## src/hw/rtl/ksort_pkg.sv

```systemverilog
// Shared constants for the key/payload insertion sorter.
// No dependencies; imported by the top level.
package ksort_pkg;

  // Fixed field widths of the ports
  localparam int KEY_W      = 32;
  localparam int TAG_PORT_W = 16;

  // Sequencer state codes
  localparam int ST_W = 3;
  localparam logic [ST_W-1:0] S_IDLE  = 3'd0;
  localparam logic [ST_W-1:0] S_SHIFT = 3'd1;
  localparam logic [ST_W-1:0] S_PLACE = 3'd2;
  localparam logic [ST_W-1:0] S_OUT   = 3'd3;
  localparam logic [ST_W-1:0] S_DRAIN = 3'd4;

endpackage

```

## src/hw/rtl/ksort_ram.sv

```systemverilog
// Generic simple dual-port RAM: one write port, one read port, registered read.
// No dependencies.
module ksort_ram #(
  parameter int WIDTH = 48,
  parameter int DEPTH = 64
) (
  input  logic                     clk,
  input  logic                     we,
  input  logic [$clog2(DEPTH)-1:0] waddr,
  input  logic [WIDTH-1:0]         wdata,
  input  logic [$clog2(DEPTH)-1:0] raddr,
  output logic [WIDTH-1:0]         rdata
);

  logic [WIDTH-1:0] mem [DEPTH];

  // write port and registered read port
  always_ff @(posedge clk) begin
    if (we) begin
      mem[waddr] <= wdata;
    end
    rdata <= mem[raddr];
  end

endmodule

```

## src/hw/rtl/key_payload_insertion_sorter.sv

```systemverilog
// Insertion sorter for signed keys with payload tags, store held in one RAM.
// Depends on ksort_pkg and ksort_ram.
//
// Usage:
//   Input: drive in_key, in_tag, in_end_of_run with start high; the beat is
//   taken at a rising edge where start is high and busy is low.
//   Insertion walks the store from the top down through the RAM read port,
//   shifting each strictly greater entry up by one slot, one entry at a time
//   as the RAM has a single read port. A beat into an empty or full store is
//   written or dropped in idle, so busy stays low unless in_end_of_run
//   starts the readout; any other beat keeps busy high until the walk has
//   placed it, also when it lands on top or in slot 0.
//   On a beat with in_end_of_run set, after insertion the store is read out
//   in ascending order while busy: the first read is issued, then N result
//   beats follow on consecutive cycles. The store is emptied and busy drops
//   right after the last beat.
//   Output: each result is shown for one cycle with out_valid high; the
//   receiver cannot stall, so results stream without gaps. out_last_out
//   marks the final beat and out_dropped reports a drop during the run.
//   Entries arriving while the store holds MAX_ENTRIES are dropped.
//   Reset: synchronous, active low; empties the store (fill count and drop
//   flag cleared). No clearing pass: slots above the fill count are unread.
module key_payload_insertion_sorter #(
  parameter int MAX_ENTRIES = 64,
  parameter int TAG_BITS    = 16
) (
  input  logic                                 clk,
  input  logic                                 rst_n,
  input  logic                                 start,
  output logic                                 busy,
  input  logic signed [ksort_pkg::KEY_W-1:0]   in_key,
  input  logic [ksort_pkg::TAG_PORT_W-1:0]     in_tag,
  input  logic                                 in_end_of_run,
  output logic                                 out_valid,
  output logic signed [ksort_pkg::KEY_W-1:0]   out_sorted_key,
  output logic [ksort_pkg::TAG_PORT_W-1:0]     out_sorted_tag,
  output logic                                 out_last_out,
  output logic                                 out_dropped
);
  import ksort_pkg::*;

  localparam int AW    = $clog2(MAX_ENTRIES);
  localparam int CNT_W = $clog2(MAX_ENTRIES + 1);
  // stored tag bits: only the low min(TAG_BITS, 16) bits of the 16-bit port survive
  localparam int TW    = (TAG_BITS < TAG_PORT_W) ? TAG_BITS : TAG_PORT_W;
  localparam int EW    = KEY_W + TW;
  localparam logic [CNT_W-1:0] MAX_CNT = CNT_W'(MAX_ENTRIES);

  logic [ST_W-1:0]         state_r, state_nxt;
  logic [CNT_W-1:0]        fill_r, fill_nxt;
  logic                    ovf_r, ovf_nxt;
  logic [AW-1:0]           pos_r, pos_nxt;
  logic [AW-1:0]           rd_cnt_r, rd_cnt_nxt;
  logic signed [KEY_W-1:0] new_key_r, new_key_nxt;
  logic [TW-1:0]           new_tag_r, new_tag_nxt;
  logic                    eor_r, eor_nxt;
  logic                    out_vld_r, out_vld_nxt;
  logic                    out_last_r, out_last_nxt;

  logic                    ram_we;
  logic [AW-1:0]           ram_waddr;
  logic [EW-1:0]           ram_wdata;
  logic [AW-1:0]           ram_raddr;
  logic [EW-1:0]           ram_rdata;

  logic [CNT_W-1:0]        fill_m1;
  logic signed [KEY_W-1:0] q_key;
  logic [TW-1:0]           q_tag;
  logic                    q_greater;

  ksort_ram #(
    .WIDTH (EW),
    .DEPTH (MAX_ENTRIES)
  ) u_store (
    .clk   (clk),
    .we    (ram_we),
    .waddr (ram_waddr),
    .wdata (ram_wdata),
    .raddr (ram_raddr),
    .rdata (ram_rdata)
  );

  assign fill_m1   = fill_r - CNT_W'(1);
  assign q_key     = ram_rdata[EW-1:TW];
  assign q_tag     = ram_rdata[TW-1:0];
  assign q_greater = q_key > new_key_r;

  // sequencer: insertion walk (or drop when full), then readout at end of run
  always_comb begin
    state_nxt    = state_r;
    fill_nxt     = fill_r;
    ovf_nxt      = ovf_r;
    pos_nxt      = pos_r;
    rd_cnt_nxt   = rd_cnt_r;
    new_key_nxt  = new_key_r;
    new_tag_nxt  = new_tag_r;
    eor_nxt      = eor_r;
    out_vld_nxt  = 1'b0;
    out_last_nxt = 1'b0;
    ram_we       = 1'b0;
    ram_waddr    = pos_r;
    ram_wdata    = {new_key_r, new_tag_r};
    ram_raddr    = fill_m1[AW-1:0];
    case (state_r)
      S_IDLE: begin
        if (start) begin
          new_key_nxt = in_key;
          new_tag_nxt = in_tag[TW-1:0];
          eor_nxt     = in_end_of_run;
          rd_cnt_nxt  = '0;
          if (fill_r == MAX_CNT) begin
            // store full: drop the entry
            ovf_nxt = 1'b1;
            if (in_end_of_run) begin
              state_nxt = S_OUT;
            end
          end else if (fill_r == '0) begin
            ram_we    = 1'b1;
            ram_waddr = '0;
            ram_wdata = {in_key, in_tag[TW-1:0]};
            fill_nxt  = CNT_W'(1);
            if (in_end_of_run) begin
              state_nxt = S_OUT;
            end
          end else begin
            // fetch the top entry, candidate slot is one above it
            ram_raddr = fill_m1[AW-1:0];
            pos_nxt   = fill_r[AW-1:0];
            state_nxt = S_SHIFT;
          end
        end
      end
      S_SHIFT: begin
        ram_we    = 1'b1;
        ram_waddr = pos_r;
        if (q_greater) begin
          // move the greater entry up one slot
          ram_wdata = ram_rdata;
          if (pos_r == AW'(1)) begin
            pos_nxt   = '0;
            state_nxt = S_PLACE;
          end else begin
            ram_raddr = pos_r - AW'(1) - AW'(1);
            pos_nxt   = pos_r - AW'(1);
          end
        end else begin
          ram_wdata = {new_key_r, new_tag_r};
          fill_nxt  = fill_r + CNT_W'(1);
          state_nxt = eor_r ? S_OUT : S_IDLE;
        end
      end
      S_PLACE: begin
        ram_we    = 1'b1;
        ram_waddr = '0;
        ram_wdata = {new_key_r, new_tag_r};
        fill_nxt  = fill_r + CNT_W'(1);
        state_nxt = eor_r ? S_OUT : S_IDLE;
      end
      S_OUT: begin
        // stream reads 0..fill-1, strobe follows read latency
        ram_raddr    = rd_cnt_r;
        rd_cnt_nxt   = rd_cnt_r + AW'(1);
        out_vld_nxt  = 1'b1;
        out_last_nxt = (rd_cnt_r == fill_m1[AW-1:0]);
        if (rd_cnt_r == fill_m1[AW-1:0]) begin
          state_nxt = S_DRAIN;
        end
      end
      S_DRAIN: begin
        // last beat is on the ports now; empty the store
        fill_nxt  = '0;
        ovf_nxt   = 1'b0;
        state_nxt = S_IDLE;
      end
      default: begin
        state_nxt = S_IDLE;
      end
    endcase
  end

  // control registers
  always_ff @(posedge clk) begin
    if (!rst_n) begin
      state_r    <= S_IDLE;
      fill_r     <= '0;
      ovf_r      <= 1'b0;
      out_vld_r  <= 1'b0;
      out_last_r <= 1'b0;
    end else begin
      state_r    <= state_nxt;
      fill_r     <= fill_nxt;
      ovf_r      <= ovf_nxt;
      out_vld_r  <= out_vld_nxt;
      out_last_r <= out_last_nxt;
    end
  end

  // working registers
  always_ff @(posedge clk) begin
    pos_r     <= pos_nxt;
    rd_cnt_r  <= rd_cnt_nxt;
    new_key_r <= new_key_nxt;
    new_tag_r <= new_tag_nxt;
    eor_r     <= eor_nxt;
  end

  assign busy           = (state_r != S_IDLE);
  assign out_valid      = out_vld_r;
  assign out_sorted_key = q_key;
  assign out_sorted_tag = TAG_PORT_W'(q_tag);
  assign out_last_out   = out_last_r;
  assign out_dropped    = ovf_r;

  // checks
  a_fill_bound: assert property (@(posedge clk) disable iff (!rst_n)
    fill_r <= MAX_CNT)
    else $error("fill count beyond capacity");

  a_valid_busy: assert property (@(posedge clk) disable iff (!rst_n)
    out_vld_r |-> (state_r == S_OUT || state_r == S_DRAIN))
    else $error("result strobe outside readout");

  a_last_ends: assert property (@(posedge clk) disable iff (!rst_n)
    (out_vld_r && out_last_r) |=> (state_r == S_IDLE && fill_r == '0 && !ovf_r))
    else $error("store not emptied after last beat");

  a_shift_nonempty: assert property (@(posedge clk) disable iff (!rst_n)
    (state_r == S_SHIFT || state_r == S_OUT) |-> fill_r != '0)
    else $error("store walk with empty store");

endmodule
```

## config.mk

```make
export PLATFORM = sky130hd
export DESIGN_NAME = key_payload_insertion_sorter
export DESIGN_NICKNAME = d
export VERILOG_FILES = /design/src/hw/rtl/ksort_pkg.sv /design/src/hw/rtl/ksort_ram.sv /design/src/hw/rtl/key_payload_insertion_sorter.sv
export SDC_FILE = /design/constraint.sdc
export NUM_CORES = 2
export LEC_CHECK = 0
export BUFFER_PORTS_ARGS = -buffer_cell sky130_fd_sc_hd__buf_4
export CAP_MARGIN = 20
export CORE_ASPECT_RATIO = 1.25
export CORE_UTILIZATION = 30
export CTS_BUF_LIST = sky130_fd_sc_hd__clkbuf_4
export DETAILED_ROUTE_END_ITERATION = 16
export HOLD_SLACK_MARGIN = 0.12
export PLACE_DENSITY = 0.56
export SLEW_MARGIN = 5
export SYNTH_ARGS = -nofsm -noshare
export SYNTH_HDL_FRONTEND = slang
export SYNTH_SLANG_ARGS = --single-unit
```

## constraint.sdc

```tcl
create_clock -name clk -period 7.25 [get_ports clk]
set_clock_uncertainty 0.2 [all_clocks]
set_input_delay 0.3625 -clock clk [delete_from_list [all_inputs] [get_ports clk]]
set_output_delay 0.3625 -clock clk [all_outputs]
set_load 0.005 [all_outputs]
```

# Yosys cells after proc, flatten, opt, wreduce, memory -nomap -nowiden
# Memory sizes are Yosys's and may differ from the RTL's. A register that Yosys moved wholly into a read port is not among the register bits.
# Cells that the tools add are included.
[word_totals]
mem_count = 1
register_bits = 74
output_inout_bits = 52
elab_cells = 92
inputBits = 52
ramBits = 3072
[op_classes]
reduce_logical = 15
n_lt_le_gt_ge = 1
n_addsub = 5
n_mux = 44
n_eq_ne = 16
[mem_list]
columns = ["name", "depth", "word_bits", "read_ports", "rd_ports_with_merged_regs", "wr", "line", "rtl"]
rows = [
  ["u_store.mem", 64, 48, 1, 1, 1, "ksort_ram.sv:15", "logic [WIDTH-1:0] mem [DEPTH];"],
]
[ops]
columns = ["op", "count"]
rows = [
  ["$mux W48", 4],
  ["$pmux W48 S2", 1],
  ["$mux W6", 11],
  ["$pmux W6 S2", 4],
  ["$gt A32 B32 Y1", 1],
  ["$mux W7", 4],
  ["$pmux W7 S4", 1],
  ["$mux W3", 7],
  ["$sub A6 B1 Y6 const B", 3],
  ["$ne A2 B2 Y1 const B", 8],
  ["$pmux W3 S4", 1],
  ["$reduce_and A5 Y1", 2],
  ["$mux W1", 8],
  ["$add A7 B1 Y7 const B", 1],
  ["$eq A7 B7 Y1 const B", 1],
  ["$logic_not A7 Y1", 1],
  ["$add A6 B1 Y6 const B", 1],
  ["$eq A3 B2 Y1 const B", 2],
  ["$eq A6 B1 Y1 const B", 1],
  ["$eq A6 B6 Y1", 1],
  ["$reduce_and A2 Y1", 3],
  ["$reduce_and A3 Y1", 2],
  ["$reduce_bool A2 Y1", 3],
  ["$pmux W1 S2", 2],
  ["8 further kinds", 8],
]

# Logic depth before layout (Yosys ltp)
[depth]
word_depth = 7
ltp_mapped = 18

# Hierarchy
# A second synthesis with hierarchy kept.
[unflattened]
hier_cells = 5740
hier_area_um2 = 123465.9
[by_module_without_submodules]
columns = ["module", "n_inst", "area_per_inst_um2", "cells_each"]
rows = [
  ["ksort_ram", 1, 117117.3, 4970],
  ["key_payload_insertion_sorter", 1, 6348.6, 770],
]

# Least setup slack after synthesis
# No wires, ideal clock.
[synth_path]
path_type = "register to register"
from = "register fill_r[0]"
to = "memory u_store.mem[52][0], enable pin"
period_less_slack_ns = 6.064
t_required_ns = 6.537
n_path_buf = 2
path_stages_with_launch = 12
arrival_ns = 5.351
setup_slack_ns = 1.186
path_cell_list = "dfxtp_1 clkbuf_1 inv_1 ha_1 and3b_1 clkbuf_1 nand3b_1 nor2b_1 nor3_1 nor2b_1 nand4_1 nor3_1"
[synth_via]
elab_chain_len = 7
elab_cells_between_ends = 12
classes_between = "eq/ne (1); mux (10); reduce/logical (1)"
[synth_lines]
columns = ["element", "line", "rtl"]
rows = [
  ["start, declared", "key_payload_insertion_sorter.sv:50", "logic [CNT_W-1:0] fill_r, fill_nxt;"],
  ["start signal, assigned", "key_payload_insertion_sorter.sv:191", "fill_r <= fill_nxt;"],
  ["$logic_not A7 Y1", "key_payload_insertion_sorter.sv:117", "end else if (fill_r == '0) begin"],
  ["$mux W1", "key_payload_insertion_sorter.sv:117", ""],
  ["$mux W1", "key_payload_insertion_sorter.sv:111", "if (fill_r == MAX_CNT) begin"],
  ["$mux W1", "key_payload_insertion_sorter.sv:106", "if (start) begin"],
  ["$pmux W1 S2", "key_payload_insertion_sorter.sv:104", "case (state_r)"],
  ["$mux W1", "ksort_ram.sv:19", "if (we) begin"],
  ["$mux W1 (not written as such)", "ksort_ram.sv:20", "mem[waddr] <= wdata;"],
  ["end, declared", "ksort_ram.sv:15", ""],
]
# Parallel ways exist; a longest one is shown, timed or not.

# Worst setup path in the final report
[layout_path]
from = "register u_store.rdata[21], read port of u_store.mem"
to = "register u_store.rdata[8], read port of u_store.mem"
[layout_via]
elab_chain_len = 3
[layout_lines]
columns = ["element", "line", "rtl"]
rows = [
  ["start, declared", "ksort_ram.sv:12", "output logic [WIDTH-1:0] rdata"],
  ["$gt A32 B32 Y1", "key_payload_insertion_sorter.sv:86", "assign q_greater = q_key > new_key_r;"],
  ["$mux W6", "key_payload_insertion_sorter.sv:136", "if (q_greater) begin"],
  ["$pmux W6 S2", "key_payload_insertion_sorter.sv:104", ""],
]
# Every way passes these cells.
# A chain may end at the register's enable or synchronous reset.

==> qor.csv <==
metric;value;unit
outcome;complete, no violations;
critPathKind;flip-flop to flip-flop;
grt_start_max_net_pins;133;
reg2reg_from;u_store.rdata[21]$_DFF_P_;
synthTopCellsByCount;3133 x edfxtp_1, 1520 x nand2_1, 780 x mux2i_1, 713 x a21oi_1, 419 x nand3_1;
io_buffers;103;
worst_pin_slew;1.22;ns
gp_congestion;0.854;
post_cts_buffers;0;
cp_slowest_stage_delay;0.90;ns
viasPerCell;5.44;
wirelength;441000;um
fp.coreArea;0.418;sq mm
synthFlopType;edfxtp_1;
path_cells;ha_1 > a21oi_1 > o21ai_0 > a22o_1 > o41ai_1 > a31oi_1 > a211oi_4 > buf_12 > buf_12 > buf_4 > mux2i_1 > mux2i_1 > a2111oi_0 > buf_4 > a221oi_1 > a31o_1;
start_kind;flip-flop;
die_h;727;um
synth_top_area_share;74.6;%
ys_seq_elements;3194;
drt_iter0_drc;10657;
critPathArrivalTime;7.34;ns
r2r-end;u_store.rdata[8]$_DFF_P_;
r2r_cells;16;
rsz0062_at_grt;false;
end_kind;flip-flop;
grt_pass1_wl;610000;um
synthTopCellsByArea;edfxtp_1 75%, mux2i_1 6.2%, nand2_1 4.5%;
drive_gt1_share;17.7;%
peakVddDrop;495;uV
final_max_slew_viol_count;0;
setup_violations;0;
fp-row-count;265;
post_dp_cell_area;0.136;sq mm
p_leak;49.1;nW
avgSynthCellArea;14.7;sq um
fin_nets;9421;
clk_latency;1.52;ns
dpl.hpwl;238000;um
cpLargestDelayFamily;compound AO/OA/AOI/OAI gates;
r2r_slack;1.00;ns
die_area;0.423;sq mm
max-slew-margin-rel;18.8;%
syn-cell-area;0.126;sq mm
dp_slack;1.11;ns
cp_slowest_cell;a2111oi_0;
synth_top_cell_by_area;edfxtp_1;
synth_cell_types;74;
ys_warn_count;0;
wire_per_inst;28.7;um
antenna_found_initial;20;
syn_to_final_growth;16.6;%
holdPathStages;2;
cts_buffer_depth;4;
clkPwrFrac;19.9;%
hold-path-endpoint;fill_r[6]$_SDFFE_PN0P_;
max_freq;160;MHz
tns;0;ns
combPwrFrac;44.0;%
crit_fanout;59;
ys_seq_area_share;75.6;%
p_int;41.5;mW
cts-root-buf;clkbuf_4;
ioPinCount;104;
cts-htree-levels;6;
route.detailed.drc;0;
startpoint;u_store.rdata[21]$_DFF_P_;
sequentialPowerShare;36.1;%
cts_sinks;3194;
fin_crit;6.25;ns
cp.required;8.34;ns
p_sw_share;42.6;%
ant_nets;0;
hold_buffers;154;
power.density;491;mW/mm^2
num_vias;83534;
fp.dieW;582;um
critPathBufInv;4;
ys_async_sr_fraction;0;%
syn_nets;8643;
overflow;0;
numCtsBuffers;727;
dr.pass1.iters;9;
grt_pass1_vias;81094;
postLayoutSetupSlackWorst;1.00;ns
synthCells;8553;
synth-edff-count;3133;
grtUsageTotal;20.1;%
start_util;30.2;%
p_switching;30.8;mW
hold_start;fill_r[6]$_SDFFE_PN0P_;
synth.most_common_cell;edfxtp_1;
maxCapViolCount;0;
min_path_type;flip-flop to flip-flop;
cts_resized;0;
timing.final.crit_share;86.2;%
design_area;0.147;sq mm
cts_tree;built;
finalHoldViolations;0;
clk_pin_slew_worst_paths;0.07;ns
## layer usage
layer	routed length (um)	vias to the layer above	track usage [%]
met5	91	-	0
met4	21500	16	9.51
met3	41100	1050	3.62
met2	213000	4952	33.8
met1	166000	42642	25.0
li1	-	34874	-
## sequential cells by signal, summed over array words and instances (netlist names), 3 cells and up
| signal | cells |
|---|---|
| fill_r | 7 |
| new_key_r | 32 |
| pos_r | 6 |
| state_r | 3 |
| u_store.mem | 3072 |
| rd_cnt_r | 6 |
| u_store.rdata | 48 |
| new_tag_r | 16 |
## cells by family (layout without fill, tap and decap cells)
kind of cell,after synthesis,after routing,share of synthesized area (%)
DFF,3194,3194,75.5
and+or+nand+nor,2302,2302,7.65
AOI/OAI and AO/OA,1597,1597,7.78
muxes,788,788,6.33
buffers and inverters,607,1937,2.13
adders and majority gates,38,38,0.377
xor gates and xnor gates,27,27,0.187
other,0,12,0
## power by group through the flow
stage / Sequential [mW] / Combinational, mW / Clock (mW)
final: 26.1 / 31.8 / 14.4
after global routing: 26.1 / 33.4 / 15.4
after CTS: 26.1 / 31.3 / 14.6
after detailed placement: 26.5 / 31.2 / 0
after global placement: 26.4 / 30.6 / 0
after floorplan: 26.3 / 17.7 / 0
## placed cells by master (no fill, tap or decap), types with 41 or more instances in the layout
cell and count:
inv_1 41, dfxtp_1 60, mux2i_1 780, nor4_1 44, nand3_1 417, clkinv_1 152, o22ai_1 323, nor2_4 67
a2111oi_0 62, clkbuf_4 1074, nor2_1 58, a221oi_1 152, o21ai_0 143, edfxtp_1 3133, a21oi_4 48, a21oi_1 665
buf_12 86, nand2_1 1515, dlygate4sd3_1 154, buf_4 371, nor3_1 118
## worst register-to-register path: stages, from the launching register on
cell,delay (ns)
dfxtp_1,0.69
ha_1,0.35
a21oi_1,0.12
o21ai_0,0.15
a22o_1,0.25
o41ai_1,0.67
a31oi_1,0.32
a211oi_4,0.34
buf_12,0.30
buf_12,0.38
buf_4,0.55
mux2i_1,0.25
mux2i_1,0.09
a2111oi_0,0.90
buf_4,0.24
a221oi_1,0.07
a31o_1,0.21
## worst max-delay path by stage
stage | slack (ns) | depth (start not counted) | end
3_5_place_dp | 1.11 | 16 | u_store.rdata[8]$_DFF_P_
2_1_floorplan | 1.19 | 11 | u_store.mem[52][0]$_DFFE_PP_
3_3_place_gp | 1.16 | 16 | u_store.rdata[8]$_DFF_P_
5_1_grt | 0.82 | 16 | u_store.rdata[8]$_DFF_P_
4_1_cts | 0.99 | 16 | u_store.rdata[8]$_DFF_P_
6_report | 1.00 | 16 | u_store.rdata[8]$_DFF_P_
## metrics by stage
step	util (%)	hold slack, ns	power [mW]	instances
after CTS	35.2	0.186	72.0	15351
after global placement	32.6	0.294	57.1	13909
after global routing	35.2	0.356	75.0	15364
after detailed placement	32.6	0.303	57.7	13916
final	35.2	0.325	72.3	15368
after floorplan	-	0.261	44.0	8553
## layout make-up
cell class | count | area [sq um]
antenna | 12 | 30.0
clock buffer | 1074 | 8060
clock inverter | 207 | 1190
fill | 39863 | 271000
inverter | 42 | 158
multi-input combinational | 4752 | 29400
sequential | 3194 | 95300
tap | 5473 | 6850
timing repair buffer | 614 | 6130
Power figures use the tool's default switching activity.
